[config.mk]
export PLATFORM = sky130hd
export DESIGN_NAME = lox_token_scanner
export DESIGN_NICKNAME = d
export VERILOG_FILES = /design/src/rtl/lts_pkg.sv /design/src/rtl/lox_token_scanner.sv /design/src/rtl/lts_scan_core.sv /design/src/rtl/lts_rsp_fifo.sv
export SDC_FILE = /design/constraint.sdc
export NUM_CORES = 2
export LEC_CHECK = 0
export ABC_AREA = 1
export BUFFER_PORTS_ARGS = -buffer_cell sky130_fd_sc_hd__buf_2
export CORE_AREA = 2 2 368 370
export DETAILED_ROUTE_END_ITERATION = 6
export DIE_AREA = 0 0 370 372
export PLACE_DENSITY_LB_ADDON = 0.15
export SETUP_SLACK_MARGIN = 0.2
export SYNTH_ARGS = -nofsm -noshare
export SYNTH_HDL_FRONTEND = slang
export SYNTH_SLANG_ARGS = --single-unit
[constraint.sdc]
create_clock -name clock -period 8.1 [get_ports clock]
set_input_delay 0.81 -clock clock [delete_from_list [all_inputs] [get_ports clock]]
set_output_delay 0.81 -clock clock [all_outputs]
set_load 0.02 [all_outputs]
[src/rtl/lts_pkg.sv]
// Shared types and constants for the Lox token scanner.
`default_nettype none

package lts_pkg;

   // Result field widths
   localparam int START_W  = 24;
   localparam int LENGTH_W = 16;
   localparam int LINE_W   = 20;
   localparam int COLUMN_W = 16;
   localparam int ERRCNT_W = 16;
   localparam int MAX_RESULTS = 3;

   localparam logic [START_W-1:0]  START_MAX  = '1;
   localparam logic [LINE_W-1:0]   LINE_MAX   = '1;
   localparam logic [COLUMN_W-1:0] COLUMN_MAX = '1;

   // Token kinds
   localparam logic [4:0] KIND_LPAREN    = 5'd0;
   localparam logic [4:0] KIND_RPAREN    = 5'd1;
   localparam logic [4:0] KIND_LBRACE    = 5'd2;
   localparam logic [4:0] KIND_RBRACE    = 5'd3;
   localparam logic [4:0] KIND_COMMA     = 5'd4;
   localparam logic [4:0] KIND_DOT       = 5'd5;
   localparam logic [4:0] KIND_MINUS     = 5'd6;
   localparam logic [4:0] KIND_PLUS      = 5'd7;
   localparam logic [4:0] KIND_SEMI      = 5'd8;
   localparam logic [4:0] KIND_STAR      = 5'd9;
   localparam logic [4:0] KIND_SLASH     = 5'd10;
   localparam logic [4:0] KIND_STRING    = 5'd11;
   localparam logic [4:0] KIND_EQ_EQ     = 5'd12;
   localparam logic [4:0] KIND_NUMBER    = 5'd20;
   localparam logic [4:0] KIND_EOF       = 5'd21;
   localparam logic [4:0] KIND_BAD_CHAR  = 5'd22;
   localparam logic [4:0] KIND_UNTERM    = 5'd23;

   // Pending operator codes
   localparam logic [2:0] OP_NONE = 3'd0;
   localparam logic [2:0] OP_EQ   = 3'd1;
   localparam logic [2:0] OP_BANG = 3'd2;
   localparam logic [2:0] OP_GT   = 3'd3;
   localparam logic [2:0] OP_LT   = 3'd4;

   // Characters
   localparam logic [7:0] CH_LPAREN = 8'h28;
   localparam logic [7:0] CH_RPAREN = 8'h29;
   localparam logic [7:0] CH_LBRACE = 8'h7B;
   localparam logic [7:0] CH_RBRACE = 8'h7D;
   localparam logic [7:0] CH_COMMA  = 8'h2C;
   localparam logic [7:0] CH_DOT    = 8'h2E;
   localparam logic [7:0] CH_MINUS  = 8'h2D;
   localparam logic [7:0] CH_PLUS   = 8'h2B;
   localparam logic [7:0] CH_SEMI   = 8'h3B;
   localparam logic [7:0] CH_STAR   = 8'h2A;
   localparam logic [7:0] CH_SLASH  = 8'h2F;
   localparam logic [7:0] CH_QUOTE  = 8'h22;
   localparam logic [7:0] CH_EQ     = 8'h3D;
   localparam logic [7:0] CH_BANG   = 8'h21;
   localparam logic [7:0] CH_GT     = 8'h3E;
   localparam logic [7:0] CH_LT     = 8'h3C;
   localparam logic [7:0] CH_SPACE  = 8'h20;
   localparam logic [7:0] CH_CR     = 8'h0D;
   localparam logic [7:0] CH_TAB    = 8'h09;
   localparam logic [7:0] CH_NL     = 8'h0A;
   localparam logic [7:0] CH_ZERO   = 8'h30;
   localparam logic [7:0] CH_NINE   = 8'h39;

   typedef struct packed {
      logic                last;
      logic [4:0]          kind;
      logic [START_W-1:0]  start;
      logic [LENGTH_W-1:0] length;
      logic [LINE_W-1:0]   line;
      logic [COLUMN_W-1:0] column;
      logic [7:0]          bad;
      logic [ERRCNT_W-1:0] errors;
   } rsp_type;

   // Results caused by one input transfer
   typedef struct packed {
      logic [1:0]                  count;
      rsp_type [MAX_RESULTS-1:0]   item;
   } scan_out_type;

   // Kind of a comparison operator; unknown codes fall back to '='
   function automatic logic [4:0] op_kind(input logic [2:0] op, input logic two);
      logic [2:0] p;
      logic [4:0] base;
      p    = (op >= OP_EQ && op <= OP_LT) ? op : OP_EQ;
      base = KIND_EQ_EQ + {1'b0, p - OP_EQ, 1'b0};
      return base + {4'd0, ~two};
   endfunction

endpackage

`default_nettype wire

[src/rtl/lox_token_scanner.sv]
// Top level of the Lox token scanner: stream ports, scan core and result queue.
// A transfer's results are registered in the result queue, then offered on rsp_.
// Throughput: one byte per cycle while req_tready is high; an item giving up to 3
//   results sends them one per rsp_ transfer, and req_tready drops while the 4-entry
//   result queue holds more than one result.
// Reset: synchronous, active high; clears scan mode, positions, error count, queue.
`default_nettype none

module lox_token_scanner #(
   parameter int OFFSET_BITS = 24,
   parameter int LINE_BITS   = 20,
   parameter int COLUMN_BITS = 16
) (
   input  wire logic          clock,
   input  wire logic          reset,

   input  wire logic          req_tvalid,
   output logic               req_tready,
   input  wire logic [7:0]    req_tdata,   // [7:0] ch
   input  wire logic [0:0]    req_tuser,   // [0] is_end

   output logic               rsp_tvalid,
   input  wire logic          rsp_tready,
   output logic [103:0]       rsp_tdata,   // [23:0] start_offset, [39:24] token_length,
                                           // [59:40] line, [75:60] column,
                                           // [83:76] bad_char, [99:84] error_count
   output logic [4:0]         rsp_tuser,   // [4:0] token_kind
   output logic               rsp_tlast    // last result caused by one source transfer
);
   import lts_pkg::*;

   logic         req_accept;
   scan_out_type scan_out;
   rsp_type      head;

   assign req_accept = req_tvalid && req_tready;

   // Scan state advances on each accepted transfer; its results land in the queue
   lts_scan_core #(
      .OFFSET_BITS (OFFSET_BITS),
      .LINE_BITS   (LINE_BITS),
      .COLUMN_BITS (COLUMN_BITS)
   ) u_core (
      .clock     (clock),
      .reset     (reset),
      .in_accept (req_accept),
      .in_ch     (req_tdata),
      .in_is_end (req_tuser[0]),
      .scan_out  (scan_out)
   );

   // Ready only when a worst-case burst of results fits
   lts_rsp_fifo u_fifo (
      .clock     (clock),
      .reset     (reset),
      .push      (req_accept),
      .wr        (scan_out),
      .space_ok  (req_tready),
      .out_valid (rsp_tvalid),
      .out_item  (head),
      .out_ready (rsp_tready)
   );

   assign rsp_tdata = {4'b0000, head.errors, head.bad, head.column, head.line,
                       head.length, head.start};
   assign rsp_tuser = head.kind;
   assign rsp_tlast = head.last;

endmodule

`default_nettype wire

[src/rtl/lts_scan_core.sv]
// Scanner state and the per-byte token logic.
`default_nettype none

module lts_scan_core #(
   parameter int OFFSET_BITS = 24,
   parameter int LINE_BITS   = 20,
   parameter int COLUMN_BITS = 16
) (
   input  wire logic                 clock,
   input  wire logic                 reset,
   input  wire logic                 in_accept,
   input  wire logic [7:0]           in_ch,
   input  wire logic                 in_is_end,
   output lts_pkg::scan_out_type     scan_out
);
   import lts_pkg::*;

   typedef enum logic [2:0] {
      MODE_IDLE    = 3'd0,
      MODE_SLASH   = 3'd1,
      MODE_COMMENT = 3'd2,
      MODE_STRING  = 3'd3,
      MODE_INT     = 3'd4,
      MODE_FRAC    = 3'd5,
      MODE_OP      = 3'd6
   } mode_type;

   localparam int OW = (OFFSET_BITS > START_W)  ? OFFSET_BITS : START_W;
   localparam int LW = (LINE_BITS   > LINE_W)   ? LINE_BITS   : LINE_W;
   localparam int CW = (COLUMN_BITS > COLUMN_W) ? COLUMN_BITS : COLUMN_W;

   mode_type               mode_ff, mode_in;
   logic [2:0]             op_ff, op_in;
   logic [OFFSET_BITS-1:0] tok_start_ff, tok_start_in;
   logic [LINE_BITS-1:0]   tok_line_ff, tok_line_in;
   logic [COLUMN_BITS-1:0] tok_col_ff, tok_col_in;
   logic [LENGTH_W-1:0]    tok_len_ff, tok_len_in;
   logic [OFFSET_BITS-1:0] offset_ff, offset_in;
   logic [LINE_BITS-1:0]   line_ff, line_in;
   logic [COLUMN_BITS-1:0] col_ff, col_in;
   logic [ERRCNT_W-1:0]    err_ff, err_in;

   rsp_type [MAX_RESULTS-1:0] res;
   logic [1:0]                n;
   logic                      fall;
   logic                      is_digit;

   function automatic logic [START_W-1:0] clamp_off(input logic [OFFSET_BITS-1:0] v);
      logic [OW-1:0] e;
      e = OW'(v);
      return (e > OW'(START_MAX)) ? START_MAX : e[START_W-1:0];
   endfunction

   function automatic logic [LINE_W-1:0] clamp_line(input logic [LINE_BITS-1:0] v);
      logic [LW-1:0] e;
      e = LW'(v);
      return (e > LW'(LINE_MAX)) ? LINE_MAX : e[LINE_W-1:0];
   endfunction

   function automatic logic [COLUMN_W-1:0] clamp_col(input logic [COLUMN_BITS-1:0] v);
      logic [CW-1:0] e;
      e = CW'(v);
      return (e > CW'(COLUMN_MAX)) ? COLUMN_MAX : e[COLUMN_W-1:0];
   endfunction

   function automatic rsp_type make_rsp(
      input logic [4:0]             kind,
      input logic [OFFSET_BITS-1:0] st,
      input logic [LENGTH_W-1:0]    len,
      input logic [LINE_BITS-1:0]   ln,
      input logic [COLUMN_BITS-1:0] col,
      input logic [7:0]             bad,
      input logic [ERRCNT_W-1:0]    errs
   );
      rsp_type r;
      r.last   = 1'b0;
      r.kind   = kind;
      r.start  = clamp_off(st);
      r.length = len;
      r.line   = clamp_line(ln);
      r.column = clamp_col(col);
      r.bad    = bad;
      r.errors = errs;
      return r;
   endfunction

   function automatic logic [LENGTH_W-1:0] len_inc(input logic [LENGTH_W-1:0] v);
      return (v == '1) ? v : v + 1'b1;
   endfunction

   // Position advances once per source byte, after any tokens it closes
   always_comb begin
      offset_in = offset_ff;
      line_in   = line_ff;
      col_in    = col_ff;
      if (!in_is_end) begin
         offset_in = (offset_ff == '1) ? offset_ff : offset_ff + 1'b1;
         if (in_ch == CH_NL) begin
            line_in = (line_ff == '1) ? line_ff : line_ff + 1'b1;
            col_in  = '0;
         end else begin
            col_in = (col_ff == '1) ? col_ff : col_ff + 1'b1;
         end
      end
   end

   assign is_digit = (in_ch >= CH_ZERO) && (in_ch <= CH_NINE);

   always_comb begin
      mode_in      = mode_ff;
      op_in        = op_ff;
      tok_start_in = tok_start_ff;
      tok_line_in  = tok_line_ff;
      tok_col_in   = tok_col_ff;
      tok_len_in   = tok_len_ff;
      err_in       = err_ff;
      res          = '0;
      n            = 2'd0;
      fall         = 1'b0;

      if (in_is_end) begin
         unique case (mode_ff)
            MODE_SLASH: begin
               res[n] = make_rsp(KIND_SLASH, tok_start_ff, tok_len_ff, tok_line_ff,
                                 tok_col_ff, 8'h00, err_in);
               n = n + 2'd1;
            end
            MODE_STRING: begin
               err_in = (err_in == '1) ? err_in : err_in + 1'b1;
               res[n] = make_rsp(KIND_UNTERM, tok_start_ff, tok_len_ff, tok_line_ff,
                                 tok_col_ff, 8'h00, err_in);
               n = n + 2'd1;
               res[n] = make_rsp(KIND_STRING, tok_start_ff, tok_len_ff, tok_line_ff,
                                 tok_col_ff, 8'h00, err_in);
               n = n + 2'd1;
            end
            MODE_INT, MODE_FRAC: begin
               res[n] = make_rsp(KIND_NUMBER, tok_start_ff, tok_len_ff, tok_line_ff,
                                 tok_col_ff, 8'h00, err_in);
               n = n + 2'd1;
            end
            MODE_OP: begin
               res[n] = make_rsp(op_kind(op_ff, 1'b0), tok_start_ff, tok_len_ff,
                                 tok_line_ff, tok_col_ff, 8'h00, err_in);
               n = n + 2'd1;
            end
            default: ;
         endcase
         mode_in = MODE_IDLE;
         op_in   = OP_NONE;
         res[n]  = make_rsp(KIND_EOF, offset_ff, '0, line_ff, col_ff, 8'h00, err_in);
         n = n + 2'd1;
      end else begin
         unique case (mode_ff)
            MODE_SLASH: begin
               if (in_ch == CH_SLASH) begin
                  mode_in = MODE_COMMENT;
               end else begin
                  res[n] = make_rsp(KIND_SLASH, tok_start_ff, tok_len_ff, tok_line_ff,
                                    tok_col_ff, 8'h00, err_in);
                  n = n + 2'd1;
                  fall = 1'b1;
               end
            end
            MODE_COMMENT: begin
               if (in_ch == CH_NL) fall = 1'b1;
            end
            MODE_STRING: begin
               if (in_ch == CH_QUOTE) begin
                  res[n] = make_rsp(KIND_STRING, tok_start_ff, tok_len_ff, tok_line_ff,
                                    tok_col_ff, 8'h00, err_in);
                  n = n + 2'd1;
                  mode_in = MODE_IDLE;
                  op_in   = OP_NONE;
               end else if (in_ch == CH_NL) begin
                  // unterminated: error, then the partial string
                  err_in = (err_in == '1) ? err_in : err_in + 1'b1;
                  res[n] = make_rsp(KIND_UNTERM, tok_start_ff, tok_len_ff, tok_line_ff,
                                    tok_col_ff, 8'h00, err_in);
                  n = n + 2'd1;
                  res[n] = make_rsp(KIND_STRING, tok_start_ff, tok_len_ff, tok_line_ff,
                                    tok_col_ff, 8'h00, err_in);
                  n = n + 2'd1;
                  fall = 1'b1;
               end else begin
                  tok_len_in = len_inc(tok_len_ff);
               end
            end
            MODE_INT, MODE_FRAC: begin
               if (is_digit || (in_ch == CH_DOT && mode_ff == MODE_INT)) begin
                  if (in_ch == CH_DOT) mode_in = MODE_FRAC;
                  tok_len_in = len_inc(tok_len_ff);
               end else begin
                  res[n] = make_rsp(KIND_NUMBER, tok_start_ff, tok_len_ff, tok_line_ff,
                                    tok_col_ff, 8'h00, err_in);
                  n = n + 2'd1;
                  fall = 1'b1;
               end
            end
            MODE_OP: begin
               if (in_ch == CH_EQ) begin
                  tok_len_in = 16'd2;
                  res[n] = make_rsp(op_kind(op_ff, 1'b1), tok_start_ff, tok_len_in,
                                    tok_line_ff, tok_col_ff, 8'h00, err_in);
                  n = n + 2'd1;
                  mode_in = MODE_IDLE;
                  op_in   = OP_NONE;
               end else begin
                  res[n] = make_rsp(op_kind(op_ff, 1'b0), tok_start_ff, tok_len_ff,
                                    tok_line_ff, tok_col_ff, 8'h00, err_in);
                  n = n + 2'd1;
                  fall = 1'b1;
               end
            end
            default: fall = 1'b1;
         endcase

         // Byte not taken by a pending token, or seen from idle: starts a token at the current position
         if (fall) begin
            mode_in      = MODE_IDLE;
            op_in        = OP_NONE;
            tok_start_in = offset_ff;
            tok_line_in  = line_ff;
            tok_col_in   = col_ff;
            tok_len_in   = 16'd1;
            case (in_ch) inside
               CH_LPAREN, CH_RPAREN, CH_LBRACE, CH_RBRACE, CH_COMMA,
               CH_DOT, CH_MINUS, CH_PLUS, CH_SEMI, CH_STAR: begin
                  unique case (in_ch)
                     CH_LPAREN: res[n].kind = KIND_LPAREN;
                     CH_RPAREN: res[n].kind = KIND_RPAREN;
                     CH_LBRACE: res[n].kind = KIND_LBRACE;
                     CH_RBRACE: res[n].kind = KIND_RBRACE;
                     CH_COMMA:  res[n].kind = KIND_COMMA;
                     CH_DOT:    res[n].kind = KIND_DOT;
                     CH_MINUS:  res[n].kind = KIND_MINUS;
                     CH_PLUS:   res[n].kind = KIND_PLUS;
                     CH_SEMI:   res[n].kind = KIND_SEMI;
                     default:   res[n].kind = KIND_STAR;
                  endcase
                  res[n] = make_rsp(res[n].kind, offset_ff, 16'd1, line_ff, col_ff,
                                    8'h00, err_in);
                  n = n + 2'd1;
               end
               CH_SLASH:  mode_in = MODE_SLASH;
               CH_QUOTE: begin
                  mode_in    = MODE_STRING;
                  tok_len_in = '0;
               end
               CH_EQ: begin
                  mode_in = MODE_OP;
                  op_in   = OP_EQ;
               end
               CH_BANG: begin
                  mode_in = MODE_OP;
                  op_in   = OP_BANG;
               end
               CH_GT: begin
                  mode_in = MODE_OP;
                  op_in   = OP_GT;
               end
               CH_LT: begin
                  mode_in = MODE_OP;
                  op_in   = OP_LT;
               end
               CH_SPACE, CH_CR, CH_TAB, CH_NL: ;
               [CH_ZERO:CH_NINE]: mode_in = MODE_INT;
               default: begin
                  err_in = (err_in == '1) ? err_in : err_in + 1'b1;
                  res[n] = make_rsp(KIND_BAD_CHAR, offset_ff, 16'd1, line_ff, col_ff,
                                    in_ch, err_in);
                  n = n + 2'd1;
               end
            endcase
         end
      end

      if (n != 2'd0) res[n - 2'd1].last = 1'b1;
   end

   assign scan_out.count = n;
   assign scan_out.item  = res;

   always_ff @(posedge clock) begin
      if (reset) begin
         mode_ff      <= MODE_IDLE;
         op_ff        <= OP_NONE;
         tok_start_ff <= '0;
         tok_line_ff  <= '0;
         tok_col_ff   <= '0;
         tok_len_ff   <= '0;
         offset_ff    <= '0;
         line_ff      <= '0;
         col_ff       <= '0;
         err_ff       <= '0;
      end else if (in_accept) begin
         mode_ff      <= mode_in;
         op_ff        <= op_in;
         tok_start_ff <= tok_start_in;
         tok_line_ff  <= tok_line_in;
         tok_col_ff   <= tok_col_in;
         tok_len_ff   <= tok_len_in;
         offset_ff    <= offset_in;
         line_ff      <= line_in;
         col_ff       <= col_in;
         err_ff       <= err_in;
      end
   end

endmodule

`default_nettype wire

[src/rtl/lts_rsp_fifo.sv]
// Four-entry result queue; takes up to three results per transfer.
`default_nettype none

module lts_rsp_fifo (
   input  wire logic                 clock,
   input  wire logic                 reset,
   input  wire logic                 push,
   input  wire lts_pkg::scan_out_type wr,
   output logic                      space_ok,
   output logic                      out_valid,
   output lts_pkg::rsp_type          out_item,
   input  wire logic                 out_ready
);
   import lts_pkg::*;

   localparam int DEPTH = 4;

   rsp_type    mem_ff [DEPTH];
   logic [1:0] wr_ptr_ff, wr_ptr_in;
   logic [1:0] rd_ptr_ff, rd_ptr_in;
   logic [2:0] count_ff, count_in;
   logic [1:0] push_n;
   logic       pop;

   assign push_n    = push ? wr.count : 2'd0;
   assign pop       = out_valid && out_ready;
   assign space_ok  = count_ff <= 3'(DEPTH - MAX_RESULTS);
   assign out_valid = count_ff != 3'd0;
   assign out_item  = mem_ff[rd_ptr_ff];

   assign wr_ptr_in = wr_ptr_ff + push_n;
   assign rd_ptr_in = rd_ptr_ff + {1'b0, pop};
   assign count_in  = count_ff + {1'b0, push_n} - {2'b00, pop};

   always_ff @(posedge clock) begin
      for (int i = 0; i < MAX_RESULTS; i++) begin
         if (2'(i) < push_n) mem_ff[wr_ptr_ff + 2'(i)] <= wr.item[i];
      end
   end

   always_ff @(posedge clock) begin
      if (reset) begin
         wr_ptr_ff <= '0;
         rd_ptr_ff <= '0;
         count_ff  <= '0;
      end else begin
         wr_ptr_ff <= wr_ptr_in;
         rd_ptr_ff <= rd_ptr_in;
         count_ff  <= count_in;
      end
   end

endmodule

`default_nettype wire

[After elaboration in Yosys (flattened, before gate mapping)]
Memories as Yosys holds them, arrays and structs flattened. A register that Yosys moved wholly into a read port is not among the register bits.
Index checks and enable logic that the tools add are counted.
Word-level totals
  flip-flop bits (word level): 165
  memory bits (writable): 424
  input port bits: 13
  output and inout bits: 112
  logic and storage cells: 275
  memories: 1
Operators by class
  add/sub/neg operators: 18
  magnitude comparators: 20
  equality and inequality tests: 42
  muxes and demuxes: 153
  bitwise gates (word level): 3
  reductions and logical operators: 25
Memories
  u_fifo.mem_ff: words 4, width 106, rd ports 1, clocked after memory_dff 1, wr ports 3, line lts_rsp_fifo.sv:18  | rsp_type mem_ff [DEPTH];
Operator list (number)
  318-bit two-way mux: 15
  318-bit bitwise mux: 14
  318-bit one-hot mux with 9 select lines: 1
  106-bit two-way mux: 9
  106-bit demux with 2-bit select: 4
  16-bit two-way mux: 31
  106-bit one-hot mux with 4 select lines: 1
  105-bit two-way mux: 4
  105-bit one-hot mux with 4 select lines: 1
  104-bit two-way mux: 3
  106-bit binary-select mux with 2-bit select: 1
  210-bit two-way mux: 1
  8-bit by 6-bit == test with 1-bit output (second input constant): 15
  3-bit two-way mux: 26
  16-bit by 1-bit adder with 16-bit output (second input constant): 4
  16-bit == test (second input constant): 4
  24-bit > comparator (second input constant): 2
  24-bit two-way mux: 2
  16-bit one-hot mux with 3 select lines: 1
  20-bit > comparator (second input constant): 2
  20-bit two-way mux: 2
  2-bit two-way mux: 17
  16-bit > comparator (second input constant): 2
  24-bit by 1-bit adder with 24-bit output (second input constant): 1
  other kinds (50): 98

[Depth between registers and ports, before layout]
  depth in word-level cells: 25
  mapped depth: 26
  mapped depth without buffers: 24

[Cells and area by module]
Synthesis repeated with hierarchy kept, for this count alone.
Unflattened totals
  cell total of the unflattened synthesis: 6145
  area total of the unflattened synthesis: 42445.7 um^2
By module, submodules not included
  lts_rsp_fifo: times used 1, cells each 3331, area each 25894.8 um^2, seq. area each 12872.3 um^2
  lts_scan_core: times used 1, cells each 2807, area each 16509.6 um^2, seq. area each 3163.0 um^2
  lox_token_scanner: times used 1, cells each 7, area each 41.3 um^2, seq. area each 0.0 um^2

[Worst setup path before layout]
No wires, ideal clock.
  kind: input-to-reg
  start: input req_tdata[6]
  end: memory u_fifo.mem_ff[2][0] in the netlist's numbering, enable pin
  library setup time: 0.969 ns
  data arrival time: 5.166 ns
  setup slack: 1.965 ns
  cell stages on the path: 22
  path through: inv_1 nand2_2 nor2_4 nand3_1 nand3_1 buf_4 clkbuf_1 clkbuf_1 ha_1 nand2_1 nand2_1 nand2_1 nand2_2 nand2_4 inv_4 nand2_4 inv_2 nand2_2 nand2_2 inv_2 buf_2 nand2_1
RTL lines
  start, declared: line lox_token_scanner.sv:19  | input wire logic [7:0] req_tdata,
  end, declared: line lts_rsp_fifo.sv:18

==> results.toml <==
[critical_path]
critical_path_arrival_ns = 6.27
critPathKind = "input pin to flop"
r2r-end = "u_fifo.mem_ff[2][57]$_DFFE_PP_"
setup.worst_path.end_class = "flop"
crit_fanout = 41
r2r_slack_ns = 2.28
reg2reg_depth = 21
r2r-start = "u_core.mode_ff[1]$_SDFFE_PP0P_"
crit_required_ns = 8.49
start_kind = "input pin"
cp-startpoint = "req_tdata[7]"

[die]
row_count = 135
die_area_mm2 = 0.138
initial_core_util_pct = 29.7
die_h_um = 372
die_x_um = 370
core_mm2 = 0.134
io_pins = 125

[power]
p_int_mw = 8.32
leakage_nw = 15.3
power_density_mw_per_mm2 = 369
clockPowerShare_pct = 20.9
netSwitchingPower_mw = 8.02
swShare_pct = 49.1
combPwrFrac_pct = 50.5
p_seq_share_pct = 28.7
ir_drop_uv = 227

[timing]
finalHoldViolCount = 0
worst_pin_slew_ns = 1.17
relSlewSlack_pct = 21.9
final.setup_skew_ns = 0.0386
drv_slew = 0
period_needed_ns = 5.88
setup_viol_count_final = 0
finalSetupTns_ns = 0
fin_ws_ns = 2.22
rsz0062_at_grt = "no"
fin_crit_sh_pct = 72.6
fmax_ghz = 0.170

[clocking]
root_buffer = "clkbuf_16"
clkLatencyLatePin_ns = 0.70
holdBufCountCts = 0
cts_resized = 0
clock_sinks = 589
postCtsSetupRepairBufs = 0
cts_buffers = 74
clk_pin_slew_ns = 0.05
clk_path_buf_depth = 3
cts_tree = "done"
cts_max_level = 3

[synthesis]
yosys.area.top_type = "edfxtp_1"
syn_inst = 5557
yosysSeqAreaShare_pct = 40.2
netlist.area_leader.share_pct = 31.9
yosysUniqueCellTypes = 58
synth_edf_count = 424
async_flop_share_pct = 0
syn_avg_cell_area_um2 = 7.18
yosys_warnings = 0
synth_area_mm2 = 0.0399
ys.flop_type = "edfxtp_1"
ys_ff_latch = 589
synth_area_leaders = "edfxtp_1 (32%), nand2_1 (13%), dfxtp_1 (8.3%)"

[global_routing]
grt_antenna_before_repair = 11
grt.overflow.total = 0
grt_usage_pct = 27.4
grt_max_degree = 148
grt_pass1_wl_um = 279000
grt_pass1_vias = 39439

[final_layout]
synthToLayoutAreaGrowth_pct = 11.2
final_common_cell = "nand2_1"
nets = 5480
final_cells = 7292
fill_cells = 14411
antenna_cells = 0
post-route-util_pct = 33.0
drive_gt1_share_pct = 8.67
final_cell_mix = "nand2_1 (1340), nor2_1 (657), o21ai_0 (546), edfxtp_1 (424), inv_1 (422)"
final_cell_area_mm2 = 0.0444

[worst_hold_path]
hold_path_depth = 2
hp-class = "flop to flop"
min_to = "u_core.op_ff[0]$_SDFFE_PP0P_"
hold_start = "u_core.op_ff[0]$_SDFFE_PP0P_"

[placed_design]
post-place-ws_ns = 1.64
placed_cell_area_mm2 = 0.0419
gp_congestion = 0.991
io_buffers = 120
placed_cells = 7156
dpl.hpwl_um = 122000

[detailed_routing]
totalWireLength_um = 194000
dr.pass1.iters = 7
drc = 0
postRouteAntennaNets = 0
wl_per_cell_um = 26.6
vias_per_cell = 5.80
drt_iter0_markers = 5222
vias = 42258

[status]
status = "complete, no violations"

[run]
cap_viol_max_count = 0
[synthesized netlist by cell type (all sizes together) (19+ instances only)]
cell / count
nor3: 58
a31oi: 25
nand4: 32
nand3: 216
nand2: 1377
o31ai: 23
a22oi: 53
nor4: 27
a21oi: 381
dfxtp: 165
buf: 151
o211ai: 204
o221ai: 145
inv: 468
nor2: 683
clkbuf: 251
o21ai: 580
o311ai: 19
o22ai: 191
edfxtp: 424
[final cells by class]
type / instances / area, um^2 / share of cell area, %
multi-input combinational: 4096 / 20400 / 45.9
sequential: 589 / 16000 / 36.2
tap: 1781 / 2230 / 5.02
clock buffer: 94 / 2050 / 4.61
inverter: 473 / 1810 / 4.07
timing repair buffer: 217 / 1490 / 3.35
clock inverter: 42 / 388 / 0.874
[worst max-delay path by stage]
stage	cells after the start	slack [ns]	endpoint
finish	22	2.22	u_fifo.mem_ff[2][66]$_SDFFCE_PP0P_
global route	23	2.05	u_fifo.mem_ff[2][44]$_DFFE_PP_
CTS	23	2.35	u_fifo.mem_ff[2][43]$_DFFE_PP_
detailed placement	23	1.64	u_fifo.mem_ff[2][45]$_DFFE_PP_
global placement	23	1.71	u_fifo.mem_ff[2][43]$_DFFE_PP_
floorplan	22	1.96	u_fifo.mem_ff[2][0]$_DFFE_PP_
[registers in the layout (all words and copies together) (netlist names)]
| signal | count |
|---|---|
| u_fifo.count_ff | 3 |
| u_fifo.wr_ptr_ff | 2 |
| u_core.mode_ff | 3 |
| u_core.col_ff | 16 |
| u_core.offset_ff | 24 |
| u_core.op_ff | 3 |
| u_core.tok_len_ff | 16 |
| u_core.line_ff | 20 |
| u_fifo.mem_ff | 424 |
| u_core.tok_col_ff | 16 |
| u_core.err_ff | 16 |
| u_core.tok_line_ff | 20 |
| u_core.tok_start_ff | 24 |
| u_fifo.rd_ptr_ff | 2 |
[critical path, stage by stage]
cell and delay [ns]:
buf_2 0.17, inv_2 0.06, nand2_2 0.10, nor2_4 0.08
nand3_1 0.07, buf_4 0.25, inv_2 0.16, nor2_4 0.28
inv_4 0.16, nor2_4 0.16, nand2_4 0.19, inv_2 0.58
nand2_4 0.38, nand2_1 0.19, nand3_1 0.12, nand2_2 0.23
inv_4 0.10, nand2_2 0.11, nand2_4 0.24, inv_2 0.64
nand2_4 0.64, buf_4 0.45
[metrics by stage]
| stage | hold WS (ns) | power, mW |
|---|---|---|
| after floorplan | 0.458 | 9.52 |
| after global placement | 0.485 | 12.8 |
| after detailed placement | 0.485 | 12.8 |
| after CTS | 0.494 | 16.2 |
| after global routing | 0.535 | 17.1 |
| final | 0.498 | 16.3 |
[layer usage]
| metal | vias up | global-route usage, % | routed length [um] |
|---|---|---|---|
| met3 | 449 | 6.21 | 20200 |
| met4 | 4 | 10.9 | 7490 |
| met2 | 2390 | 42.2 | 84400 |
| met1 | 20283 | 37.0 | 81900 |
| met5 | - | 0 | 34 |
| li1 | 19132 | - | - |
[power by group through the flow]
stage	Combinational [mW]	Clock, mW	Sequential (mW)
final	8.25	3.41	4.69
after global routing	8.79	3.57	4.75
after CTS	8.10	3.47	4.68
after detailed placement	8.09	0	4.74
after global placement	8.05	0	4.74
after floorplan	4.86	0	4.66
[cells by family (layout without fill, tap and decap cells)]
kind of cell             count (synthesis)  in the layout  synth area share [%]
AND/OR/NAND/NOR                       2414           2414                  24.8
AO/OA/AOI/OAI                         1643           1643                  25.0
buffers and inverters                  875            826                  9.08
flip-flops                             589            589                  40.2
XOR/XNOR                                19             19                 0.417
adder cells (fa/ha/maj)                 16             16                 0.521
other                                    1              4               0.00940
Power figures use the tool's default switching activity.
